[src/rtl/core/sfrt_pkg.sv]
package sfrt_pkg;

  localparam int PID_W       = 13;
  localparam int SEQ_W       = 3;
  localparam int EXP_W       = 4;
  localparam int LATE_W      = 4;
  localparam int STREAM_W    = 3;
  localparam int MASK_W      = 8;
  localparam int CFG_W       = 13;
  localparam int THR_W       = 4;

  localparam int STREAMS_DEF     = 8;
  localparam int MAX_PACKETS_DEF = 8;

  localparam logic [THR_W-1:0] THR_RESET = 4'd5;

  typedef enum logic [0:0] {
    REG_BASE_PID       = 1'b0,
    REG_LOSS_THRESHOLD = 1'b1
  } cfg_index_t;

  typedef enum logic [1:0] {
    ST_IDLE,
    ST_RUN,
    ST_DONE
  } state_t;

  typedef struct packed {
    logic             present;
    logic [PID_W-1:0] pid;
    logic [SEQ_W-1:0] seq;
    logic [EXP_W-1:0] expected_count;
  } pkt_t;

  typedef struct packed {
    logic                frame_done;
    logic [STREAM_W-1:0] done_stream;
    logic                reorder_flag;
    logic [MASK_W-1:0]   lost_mask;
    logic                pid_error;
  } res_t;

endpackage

[src/rtl/core/stream_frame_reassembly_tracker.sv]
// Stream frame reassembly tracker.
// Packet slots arrive on the pkt channel (pkt_valid, pkt_stall, pkt). Each accepted
// slot produces exactly one result transaction on the res channel (res_valid,
// res_stall, res) carrying the completion flag, updated stream, reorder flag, the
// mask of streams declared lost and a PID error flag.
// Per-stream state lives in a single-port-read, single-port-write memory. After a
// slot is accepted the block sweeps every stream once: it reads one entry per
// cycle and writes the updated entry back in the next cycle, applying the packet
// to its own stream and aging all other incomplete streams. When the sweep ends
// the result is loaded into the output register; pkt_stall stays high from
// acceptance until that load, so the next slot is taken only after it.
// If the receiver stalls, the result register holds its transaction and the
// block still accepts and sweeps the next slot, waiting only to load its result.
// Configuration writes on the cfg channel (cfg_valid, cfg_ready, cfg_index,
// cfg_data) are always taken and must only be issued while the block is idle.
// Synchronous reset clears every stream, sets base_pid to 0 and loss_threshold
// to 5, and empties the result register.
module stream_frame_reassembly_tracker #(
  parameter int STREAMS     = sfrt_pkg::STREAMS_DEF,
  parameter int MAX_PACKETS = sfrt_pkg::MAX_PACKETS_DEF
) (
  input  logic                         clk,
  input  logic                         rst,
  input  logic                         pkt_valid,
  output logic                         pkt_stall,
  input  sfrt_pkg::pkt_t               pkt,
  output logic                         res_valid,
  input  logic                         res_stall,
  output sfrt_pkg::res_t               res,
  input  logic                         cfg_valid,
  output logic                         cfg_ready,
  input  sfrt_pkg::cfg_index_t         cfg_index,
  input  logic [sfrt_pkg::CFG_W-1:0]   cfg_data
);
  import sfrt_pkg::*;

  localparam int SW   = (STREAMS > 1) ? $clog2(STREAMS) : 1;
  localparam int CW   = $clog2(MAX_PACKETS);
  localparam int EW   = CW + LATE_W + 2;
  localparam int CMPW = (CW + 1 > EXP_W) ? CW + 1 : EXP_W;
  localparam int SQW  = (CW > SEQ_W) ? CW : SEQ_W;
  localparam logic [CW-1:0] CNT_LAST = CW'(MAX_PACKETS - 1);

  state_t state, state_next;

  logic [PID_W-1:0]  base_pid;
  logic [THR_W-1:0]  loss_threshold;
  logic [THR_W-1:0]  thr;

  logic [EW-1:0]     mem [STREAMS];
  logic [EW-1:0]     rd_data;
  logic              rd_ok;
  logic              rd_act;
  logic [SW-1:0]     rd_addr;
  logic              rd_en;
  logic [STREAMS-1:0] valid_bits;
  logic [SW:0]       scnt;

  pkt_t              pkt_q;
  logic [PID_W-1:0]  idx_q;
  logic              tracked_q;
  logic              perr_q;
  logic              done_acc;
  logic              reorder_acc;
  logic [MASK_W-1:0] lost_acc;

  logic              accept;
  logic              load_res;
  logic [PID_W-1:0]  idx_full;
  logic              in_range;

  logic [EW-1:0]     cur;
  logic [CW-1:0]     cur_cnt;
  logic [LATE_W-1:0] cur_late;
  logic              cur_inc;
  logic              cur_ooo;
  logic              hit;
  logic              ooo_new;
  logic [LATE_W-1:0] late_inc;
  logic [EW-1:0]     new_entry;
  logic              done_now;
  logic              reorder_now;
  logic              lost_now;
  logic [PID_W-1:0]  rd_addr_ext;
  logic [MASK_W-1:0] lost_vec;

  assign cfg_ready = 1'b1;
  assign thr       = (loss_threshold == '0) ? THR_W'(1) : loss_threshold;
  assign idx_full  = pkt.pid - base_pid;
  assign in_range  = idx_full < PID_W'(STREAMS);

  always_comb begin
    state_next = state;
    pkt_stall  = (state != ST_IDLE);
    accept     = pkt_valid && (state == ST_IDLE);
    rd_en      = (state == ST_RUN) && (scnt < (SW + 1)'(STREAMS));
    load_res   = 1'b0;
    case (state)
      ST_IDLE: begin
        if (accept) begin
          state_next = ST_RUN;
        end
      end
      ST_RUN: begin
        if (scnt == (SW + 1)'(STREAMS)) begin
          state_next = ST_DONE;
        end
      end
      ST_DONE: begin
        if (!res_valid || !res_stall) begin
          load_res   = 1'b1;
          state_next = ST_IDLE;
        end
      end
      default: begin
        state_next = ST_IDLE;
      end
    endcase
  end

  always_comb begin
    cur         = rd_ok ? rd_data : '0;
    cur_cnt     = cur[EW-1 -: CW];
    cur_late    = cur[LATE_W+1:2];
    cur_inc     = cur[1];
    cur_ooo     = cur[0];
    rd_addr_ext = PID_W'(rd_addr);
    hit         = tracked_q && (rd_addr_ext == idx_q);
    ooo_new     = cur_ooo || (SQW'(pkt_q.seq) != SQW'(cur_cnt));
    late_inc    = cur_late + LATE_W'(1);
    new_entry   = cur;
    done_now    = 1'b0;
    reorder_now = 1'b0;
    lost_now    = 1'b0;
    if (hit) begin
      if (CMPW'(cur_cnt) + CMPW'(1) == CMPW'(pkt_q.expected_count)) begin
        done_now    = 1'b1;
        reorder_now = ooo_new;
        new_entry   = '0;
      end else begin
        new_entry = {((cur_cnt == CNT_LAST) ? '0 : cur_cnt + CW'(1)),
                     {LATE_W{1'b0}}, 1'b1, ooo_new};
      end
    end else if (cur_inc) begin
      if (late_inc >= thr) begin
        lost_now  = 1'b1;
        new_entry = '0;
      end else begin
        new_entry = {cur_cnt, late_inc, cur_inc, cur_ooo};
      end
    end
    lost_vec = MASK_W'(lost_now && (rd_addr_ext < PID_W'(MASK_W))) << rd_addr_ext[2:0];
  end

  always_ff @(posedge clk) begin
    if (rst) begin
      state <= ST_IDLE;
    end else begin
      state <= state_next;
    end
  end

  always_ff @(posedge clk) begin
    if (rd_en) begin
      rd_data <= mem[scnt[SW-1:0]];
    end
    if (rd_act) begin
      mem[rd_addr] <= new_entry;
    end
  end

  always_ff @(posedge clk) begin
    rd_addr <= scnt[SW-1:0];
    rd_ok   <= valid_bits[scnt[SW-1:0]];
    if (accept) begin
      pkt_q     <= pkt;
      idx_q     <= idx_full;
      tracked_q <= pkt.present && in_range;
      perr_q    <= pkt.present && !in_range;
    end
    if (rst) begin
      rd_act         <= 1'b0;
      scnt           <= '0;
      valid_bits     <= '0;
      base_pid       <= '0;
      loss_threshold <= THR_RESET;
      done_acc       <= 1'b0;
      reorder_acc    <= 1'b0;
      lost_acc       <= '0;
    end else begin
      rd_act <= rd_en;
      if (accept) begin
        scnt        <= '0;
        done_acc    <= 1'b0;
        reorder_acc <= 1'b0;
        lost_acc    <= '0;
      end else if (state == ST_RUN) begin
        scnt <= scnt + (SW + 1)'(1);
      end
      if (rd_act) begin
        valid_bits[rd_addr] <= 1'b1;
        done_acc            <= done_acc || done_now;
        reorder_acc         <= reorder_acc || reorder_now;
        lost_acc            <= lost_acc | lost_vec;
      end
      if (cfg_valid && cfg_ready) begin
        case (cfg_index)
          REG_BASE_PID:       base_pid <= cfg_data[PID_W-1:0];
          REG_LOSS_THRESHOLD: loss_threshold <= cfg_data[THR_W-1:0];
          default:            base_pid <= base_pid;
        endcase
      end
    end
  end

  always_ff @(posedge clk) begin
    if (rst) begin
      res_valid <= 1'b0;
    end else if (load_res) begin
      res_valid <= 1'b1;
    end else if (res_valid && !res_stall) begin
      res_valid <= 1'b0;
    end
    if (load_res) begin
      res.frame_done   <= done_acc;
      res.done_stream  <= tracked_q ? idx_q[STREAM_W-1:0] : '0;
      res.reorder_flag <= reorder_acc;
      res.lost_mask    <= lost_acc;
      res.pid_error    <= perr_q;
    end
  end

  a_accept_blocks: assert property (@(posedge clk) disable iff (rst)
    pkt_valid && !pkt_stall |=> pkt_stall)
    else $error("A second transaction could be accepted during a sweep.");

  a_done_not_err: assert property (@(posedge clk) disable iff (rst)
    res_valid && res.frame_done |-> !res.pid_error)
    else $error("Completed frame reported together with a PID error.");

  a_reorder_done: assert property (@(posedge clk) disable iff (rst)
    res_valid && res.reorder_flag |-> res.frame_done)
    else $error("Reorder flag set without a completed frame.");

  a_res_from_done: assert property (@(posedge clk) disable iff (rst)
    $rose(res_valid) |-> $past(state) == ST_DONE)
    else $error("Result loaded outside the end of a sweep.");

  a_write_in_run: assert property (@(posedge clk) disable iff (rst)
    rd_act |-> state == ST_RUN)
    else $error("Memory write back outside a sweep.");

endmodule
[config.mk]
export PLATFORM = sky130hd
export DESIGN_NAME = stream_frame_reassembly_tracker
export DESIGN_NICKNAME = d
export VERILOG_FILES = /design/src/rtl/core/sfrt_pkg.sv /design/src/rtl/core/stream_frame_reassembly_tracker.sv
export SDC_FILE = /design/constraint.sdc
export NUM_CORES = 1
export LEC_CHECK = 0
export BUFFER_PORTS_ARGS = -buffer_cell sky130_fd_sc_hd__buf_4
export CORE_AREA = 2 2 123 125
export CTS_CLUSTER_SIZE = 40
export DETAILED_ROUTE_END_ITERATION = 7
export DIE_AREA = 0 0 125 127
export GPL_TIMING_DRIVEN = 0
export PLACE_DENSITY = 0.7
export SLEW_MARGIN = 20
export SYNTH_ARGS = -nofsm -noshare
export SYNTH_HDL_FRONTEND = slang
export SYNTH_SLANG_ARGS = --single-unit
[constraint.sdc]
create_clock -name clk -period 4.3 [get_ports clk]
set_input_delay 0.645 -clock clk [delete_from_list [all_inputs] [get_ports clk]]
set_output_delay 0.645 -clock clk [all_outputs]
set_load 0.01 [all_outputs]
# After elaboration in Yosys (flattened, before gate mapping)
# Memory sizes are Yosys's and may differ from the RTL's. A register that Yosys moved wholly into a read port is not among the register bits.
# Index checks and enable logic that the tools add are counted.
dict set report classes {
  eq_ne 10
  magnitude_cmp 6
  add_sub_neg 5
  n_mux 33
  bitwise 3
  n_shift 1
  n_reduce_logical 23
}
# cell count
set op_table {}
lappend op_table {{9-bit 2-to-1 mux} 5}
lappend op_table {{1-bit 2-to-1 mux} 18}
lappend op_table {{8-bit 2-to-1 mux} 2}
lappend op_table {{8-bit OR} 2}
lappend op_table {{3-bit by 13-bit == test with 1-bit output} 1}
lappend op_table {{13-bit by 4-bit less-than comparator with 1-bit output (second input constant)} 1}
lappend op_table {{13-bit subtractor} 1}
lappend op_table {{4-bit by 1-bit adder with 4-bit output (second input constant)} 2}
lappend op_table {{3-bit by 4-bit less-than comparator with 1-bit output (second input constant)} 2}
lappend op_table {{1-bit by 3-bit left shift with 8-bit output} 1}
lappend op_table {{1-bit logical AND} 7}
lappend op_table {{2-bit 2-to-1 mux} 3}
lappend op_table {{2-bit inequality test (second input constant)} 3}
lappend op_table {{2-bit case mux with 3 select lines} 1}
lappend op_table {{2-bit nonzero test} 3}
lappend op_table {{3-bit by 1-bit adder with 4-bit output (second input constant)} 1}
lappend op_table {{4-bit == test} 1}
lappend op_table {{4-bit == test (second input constant)} 1}
lappend op_table {{4-bit >= comparator} 1}
lappend op_table {{4-bit zero test} 1}
lappend op_table {{1-bit logical OR} 4}
lappend op_table {{4-bit less-than comparator (second input constant)} 1}
lappend op_table {{4-bit 2-to-1 mux} 1}
lappend op_table {{2-bit AND reduction} 2}
lappend op_table {{other kinds (14)} 16}
dict set report word_totals {
  elab_cells 104
  output_inout_bits 17
  memories 1
  register_bits 83
  mem_bits_rw 72
  input_bits 40
}
# memory words width rd rd_ports_with_merged_regs write_ports line_no
set memory_table {}
lappend memory_table {mem 8 9 1 1 1 stream_frame_reassembly_tracker.sv:50} ;# logic [EW-1:0] mem [STREAMS];

# Logic depth before layout (Yosys ltp)
dict set report logic_depth {
  ltp_word 9
  depth_mapped 10
  mapped_depth_nobuf 10
}

# Worst setup path before layout
# OpenSTA, ideal clock, no wires.
dict set report synth_path {
  path_kind {input-to-reg}
  startpoint {in pkt[7] (netlist bit)}
  endpoint {reg perr_q (data pin)}
  setup_time_ns 0.255
  setup_slack_ns 1.542
  n_path_buf 0
  t_arrival_ns 2.503
  stages 10
  cell_sequence {inv_1 > ha_1 > fa_1 > nor2b_1 > o31a_1 > o21a_1 > nor4_1 > a311o_1 > nand4b_1 > and2_1}
}
dict set report synth_between {
  elab_chain_cells 4
}
# item line_no
set synth_lines {}
lappend synth_lines {{start, declared} stream_frame_reassembly_tracker.sv:26} ;# input sfrt_pkg::pkt_t pkt,
lappend synth_lines {{13-bit subtractor} stream_frame_reassembly_tracker.sv:89} ;# assign idx_full = pkt.pid - base_pid;
lappend synth_lines {{via idx_full[12]} stream_frame_reassembly_tracker.sv:69} ;# logic [PID_W-1:0] idx_full;
lappend synth_lines {{13-bit by 4-bit less-than comparator with 1-bit output} stream_frame_reassembly_tracker.sv:90} ;# assign in_range = idx_full < PID_W'(STREAMS);
lappend synth_lines {{1-bit zero test} stream_frame_reassembly_tracker.sv:179} ;# perr_q <= pkt.present && !in_range;
lappend synth_lines {{1-bit logical AND} stream_frame_reassembly_tracker.sv:179}
lappend synth_lines {{end signal, assigned} stream_frame_reassembly_tracker.sv:179}
lappend synth_lines {{end, declared} stream_frame_reassembly_tracker.sv:62} ;# logic perr_q;
# The timed path passes the listed nets, and every way through them passes these cells.
# A chain may end at the register's enable or synchronous reset.

# Worst setup path after layout
dict set report layout_path {
  startpoint {reg rd_ok}
  endpoint {mem mem[7][6] (netlist bit) (data pin)}
}
dict set report layout_between {
  elab_chain_cells 6
  word_cells_on_any_way 12
  cone_classes {3 x add/sub; 1 x order compare; 2 x eq/ne; 6 x mux}
}
# item line_no
set layout_lines {}
lappend layout_lines {{start, declared} stream_frame_reassembly_tracker.sv:52} ;# logic rd_ok;
lappend layout_lines {{start signal, assigned} stream_frame_reassembly_tracker.sv:174} ;# rd_ok <= valid_bits[scnt[SW-1:0]];
lappend layout_lines {{9-bit 2-to-1 mux *} stream_frame_reassembly_tracker.sv:122} ;# cur = rd_ok ? rd_data : '0;
lappend layout_lines {{4-bit by 1-bit adder with 4-bit output} stream_frame_reassembly_tracker.sv:130} ;# late_inc = cur_late + LATE_W'(1);
lappend layout_lines {{4-bit >= comparator} stream_frame_reassembly_tracker.sv:145} ;# if (late_inc >= thr) begin
lappend layout_lines {{9-bit 2-to-1 mux} stream_frame_reassembly_tracker.sv:145}
lappend layout_lines {{9-bit 2-to-1 mux} stream_frame_reassembly_tracker.sv:144} ;# end else if (cur_inc) begin
lappend layout_lines {{9-bit 2-to-1 mux *} stream_frame_reassembly_tracker.sv:135} ;# if (hit) begin
lappend layout_lines {{via new_entry[6]} stream_frame_reassembly_tracker.sv:80} ;# logic [EW-1:0] new_entry;
lappend layout_lines {{end, declared} stream_frame_reassembly_tracker.sv:50}
# Mark *: on every way through the listed nets, which the timed path passes. The rest lies on a longest branch.

==> flow_summary.json <==
{
  "maxSlewViolCount": 0,
  "root_buffer": "clkbuf_16",
  "max_cap_violations": 0,
  "dieArea_mm2": 0.0159,
  "synth_edf_count": 117,
  "power.leakage_nw": 3.04,
  "ys_top_cells_by_count": "edfxtp_1, nand2_1, dfxtp_1, nor2_1, a21oi_1",
  "p_comb_frac": 0.084,
  "syn-num-nets": 604,
  "dieHeight_um": 127,
  "portBuffers": 54,
  "timing.rr.end": "mem[7][6]$_DFFE_PP_",
  "cts_tree": "yes",
  "die_w_um": 125,
  "worst_slack_ns": 1.05,
  "first_iter_violations": 326,
  "hold_end": "rd_addr[0]$_DFF_P_",
  "grt_pass1_wl_um": 22800,
  "postLayoutCoreUtil": 0.582,
  "worstPathArrival_ns": 3.41,
  "tightestPinTransition_ns": 1.13,
  "final-seq-area_mm2": 0.00445,
  "final_nets": 680,
  "num-fill-cells": 1140,
  "grt_max_degree": 17,
  "p_per_area_mw_per_mm2": 424,
  "yosysUniqueCellTypes": 62,
  "clkPwrFrac": 0.422,
  "fmax_mhz": 307,
  "synth-seq-cells": 164,
  "hp-class": "flop to flop",
  "ys_seq_area_frac": 0.627,
  "vdd_drop_max_mv": 0.300,
  "finClkSkew_ns": 0.00907,
  "p_sw_uw": 780,
  "cts_sinks": 164,
  "rr_worst_depth": 9,
  "numCtsBuffers": 17,
  "startpoint_type": "flop",
  "drt_wl_total_um": 14400,
  "crit_fanout": 10,
  "dp_hpwl_um": 10300,
  "multiInputGateArea_mm2": 0.00249,
  "grt_pass1_vias": 4440,
  "power_frac_seq": 0.493,
  "overflow": 0,
  "worstHoldStart": "scnt[0]$_SDFFE_PP0P_",
  "ys.flop_type": "edfxtp_1",
  "timing.rr.start": "rd_ok$_DFF_P_",
  "rows": 44,
  "hold_viol": 0,
  "synthArstFlopShare": 0,
  "syn_inst": 544,
  "min_period_over_period": 0.757,
  "netlist_top_cells_area": "edfxtp_1, dfxtp_1, mux4_2, ha_1, nand2_1",
  "rsz0062_at_grt": "no",
  "wl_met3_um": 686,
  "yosysWarnings": 0,
  "max-clock-path-buffers": 2,
  "synth_top_area_frac": 0.494,
  "post-cts-setup-buffers": 0,
  "p_int_mw": 2.78,
  "gp_congestion": 0.842,
  "reg2reg_slack_ns": 1.05,
  "drcViolationCount": 0,
  "num_antenna_cells": 0,
  "worst_setup_path_end_kind": "flop",
  "setup-violations-final": 0,
  "track_usage": 0.188,
  "ctsResizeCount": 0,
  "core-area_mm2": 0.0144,
  "crit_chain": "clkbuf_1, and2_1, ha_1, ha_1, a21o_1, a21o_1, a21oi_2, o21ai_1, o21ai_1",
  "startpoint": "rd_ok$_DFF_P_",
  "clk_pin_slew_ns": 0.06,
  "pre_cts_slack_ns": 1.06,
  "io_pins": 57,
  "clock_latency_ns": 0.43,
  "drive_gt1_frac": 0.218,
  "top_layer": "met4",
  "worstPathRequired_ns": 4.46,
  "antenna_found_initial": 0,
  "relSlewSlack": 0.243,
  "ctsHoldBuffers": 0,
  "slowest_stage": "o21ai_1",
  "holdPathStages": 0,
  "drtPass1Iterations": 5,
  "yosysMostFrequentCell": "edfxtp_1",
  "antenna_left": 0,
  "htree_levels": 4,
  "period_minus_slack_ns": 3.25,
  "max_stage_delay_ns": 0.48,
  "vias_per_cell": 5.51,
  "drt-met1-wl_um": 6580,
  "syn_area_per_cell_um2": 13.1,
  "outcome": "complete, no violations",
  "fin_tns_setup_ns": 0,
  "synth.cell_area_mm2": 0.00711,
  "dr_wl_met2_um": 6800,
  "syn_to_final_growth_pct": 18.2,
  "crit_type": "flop to flop",
  "switching_share": 0.219,
  "start_util": 0.493,
  "routed-via-count": 4503,
  "yosys.area.top_type": "edfxtp_1",
  "wl_per_cell_um": 17.6
}
==> placed cells by master, fill, tap and decap left out, types with 14 or more instances in the layout <==
master and n:
clkbuf_16 19, mux4_2 20, buf_4 56, nand3_1 15, nor2_1 34, a21oi_1 33, clkbuf_1 17, ha_1 19
nand2_1 49, nor3_1 14, edfxtp_1 117, dfxtp_1 47, inv_1 30
==> layout make-up <==
type / count / area share
plain buffers: 18 / 0.00924
inverters: 30 / 0.0134
multi-input cells: 332 / 0.296
clock inverters: 6 / 0.00775
well taps: 184 / 0.0274
clock buffers: 26 / 0.0633
flip-flops and latches: 164 / 0.530
repair buffers: 57 / 0.0523
==> logic make-up after synthesis <==
family / count (synthesis) / share of synthesized area
and+or+nand+nor: 170 / 0.120
DFF: 164 / 0.627
AOI/OAI and AO/OA: 94 / 0.0887
buffers and inverters: 48 / 0.0268
muxes: 32 / 0.0822
adders and majority gates: 20 / 0.0363
xor gates and xnor gates: 15 / 0.0185
other: 1 / 0.000528
==> worst max path at each step <==
stage	slack (ns)	cells past startpoint	endpoint
5_1_grt	0.81	9	mem[5][6]$_DFFE_PP_
4_1_cts	1.06	9	mem[7][6]$_DFFE_PP_
3_3_place_gp	0.98	5	lost_acc[0]$_SDFFE_PP0P_
3_5_place_dp	1.06	11	perr_q$_DFFE_PP_
2_1_floorplan	1.54	10	perr_q$_DFFE_PP_
6_report	1.05	9	mem[7][6]$_DFFE_PP_
==> flip-flops by register name, summed over array words and instances, names as in the netlist <==
signal and cells:
rd_ok 1, base_pid 13, done_acc 1, res 14, rd_addr 3, reorder_acc 1, state 2, mem 72
rd_data 9, rd_act 1, idx_q 13, tracked_q 1, res_valid 1, scnt 4, lost_acc 8, valid_bits 8
perr_q 1, pkt_q 7, loss_threshold 4
==> per-stage QoR <==
step	area [um2]	total power, mW	hold slack, ns	std cells
6_report	8400	3.56	0.370	817
3_3_place_gp	7740	2.08	0.362	782
3_5_place_dp	7790	2.09	0.364	785
4_1_cts	8390	3.58	0.369	817
2_1_floorplan	7110	1.99	0.352	544
5_1_grt	8400	3.68	0.373	817
==> routing by layer <==
layer  vias up  global-route usage
li1       2182                   -
met1      2168               0.252
met2       126               0.305
met3        27              0.0369
met4         0              0.0771
met5         -                   0
==> power groups by stage <==
stage / registers, mW / clock network, mW / logic, mW
2_1_floorplan: 1.78 / 0 / 0.209
3_3_place_gp: 1.79 / 0 / 0.286
3_5_place_dp: 1.79 / 0 / 0.300
4_1_cts: 1.76 / 1.52 / 0.301
5_1_grt: 1.76 / 1.58 / 0.333
6_report: 1.76 / 1.50 / 0.301
==> critical path: cells and delay by family (launching register included) <==
| family | cells | cell delay (ns) |
|---|---|---|
| adder cells (fa/ha/maj) | 2 | 0.56 |
| buffers and inverters | 1 | 0.36 |
| flip-flops | 1 | 0.41 |
| AND/OR/NAND/NOR | 1 | 0.21 |
| AO/OA/AOI/OAI | 5 | 1.44 |
No activity file was read; power rests on OpenSTA's default activity.
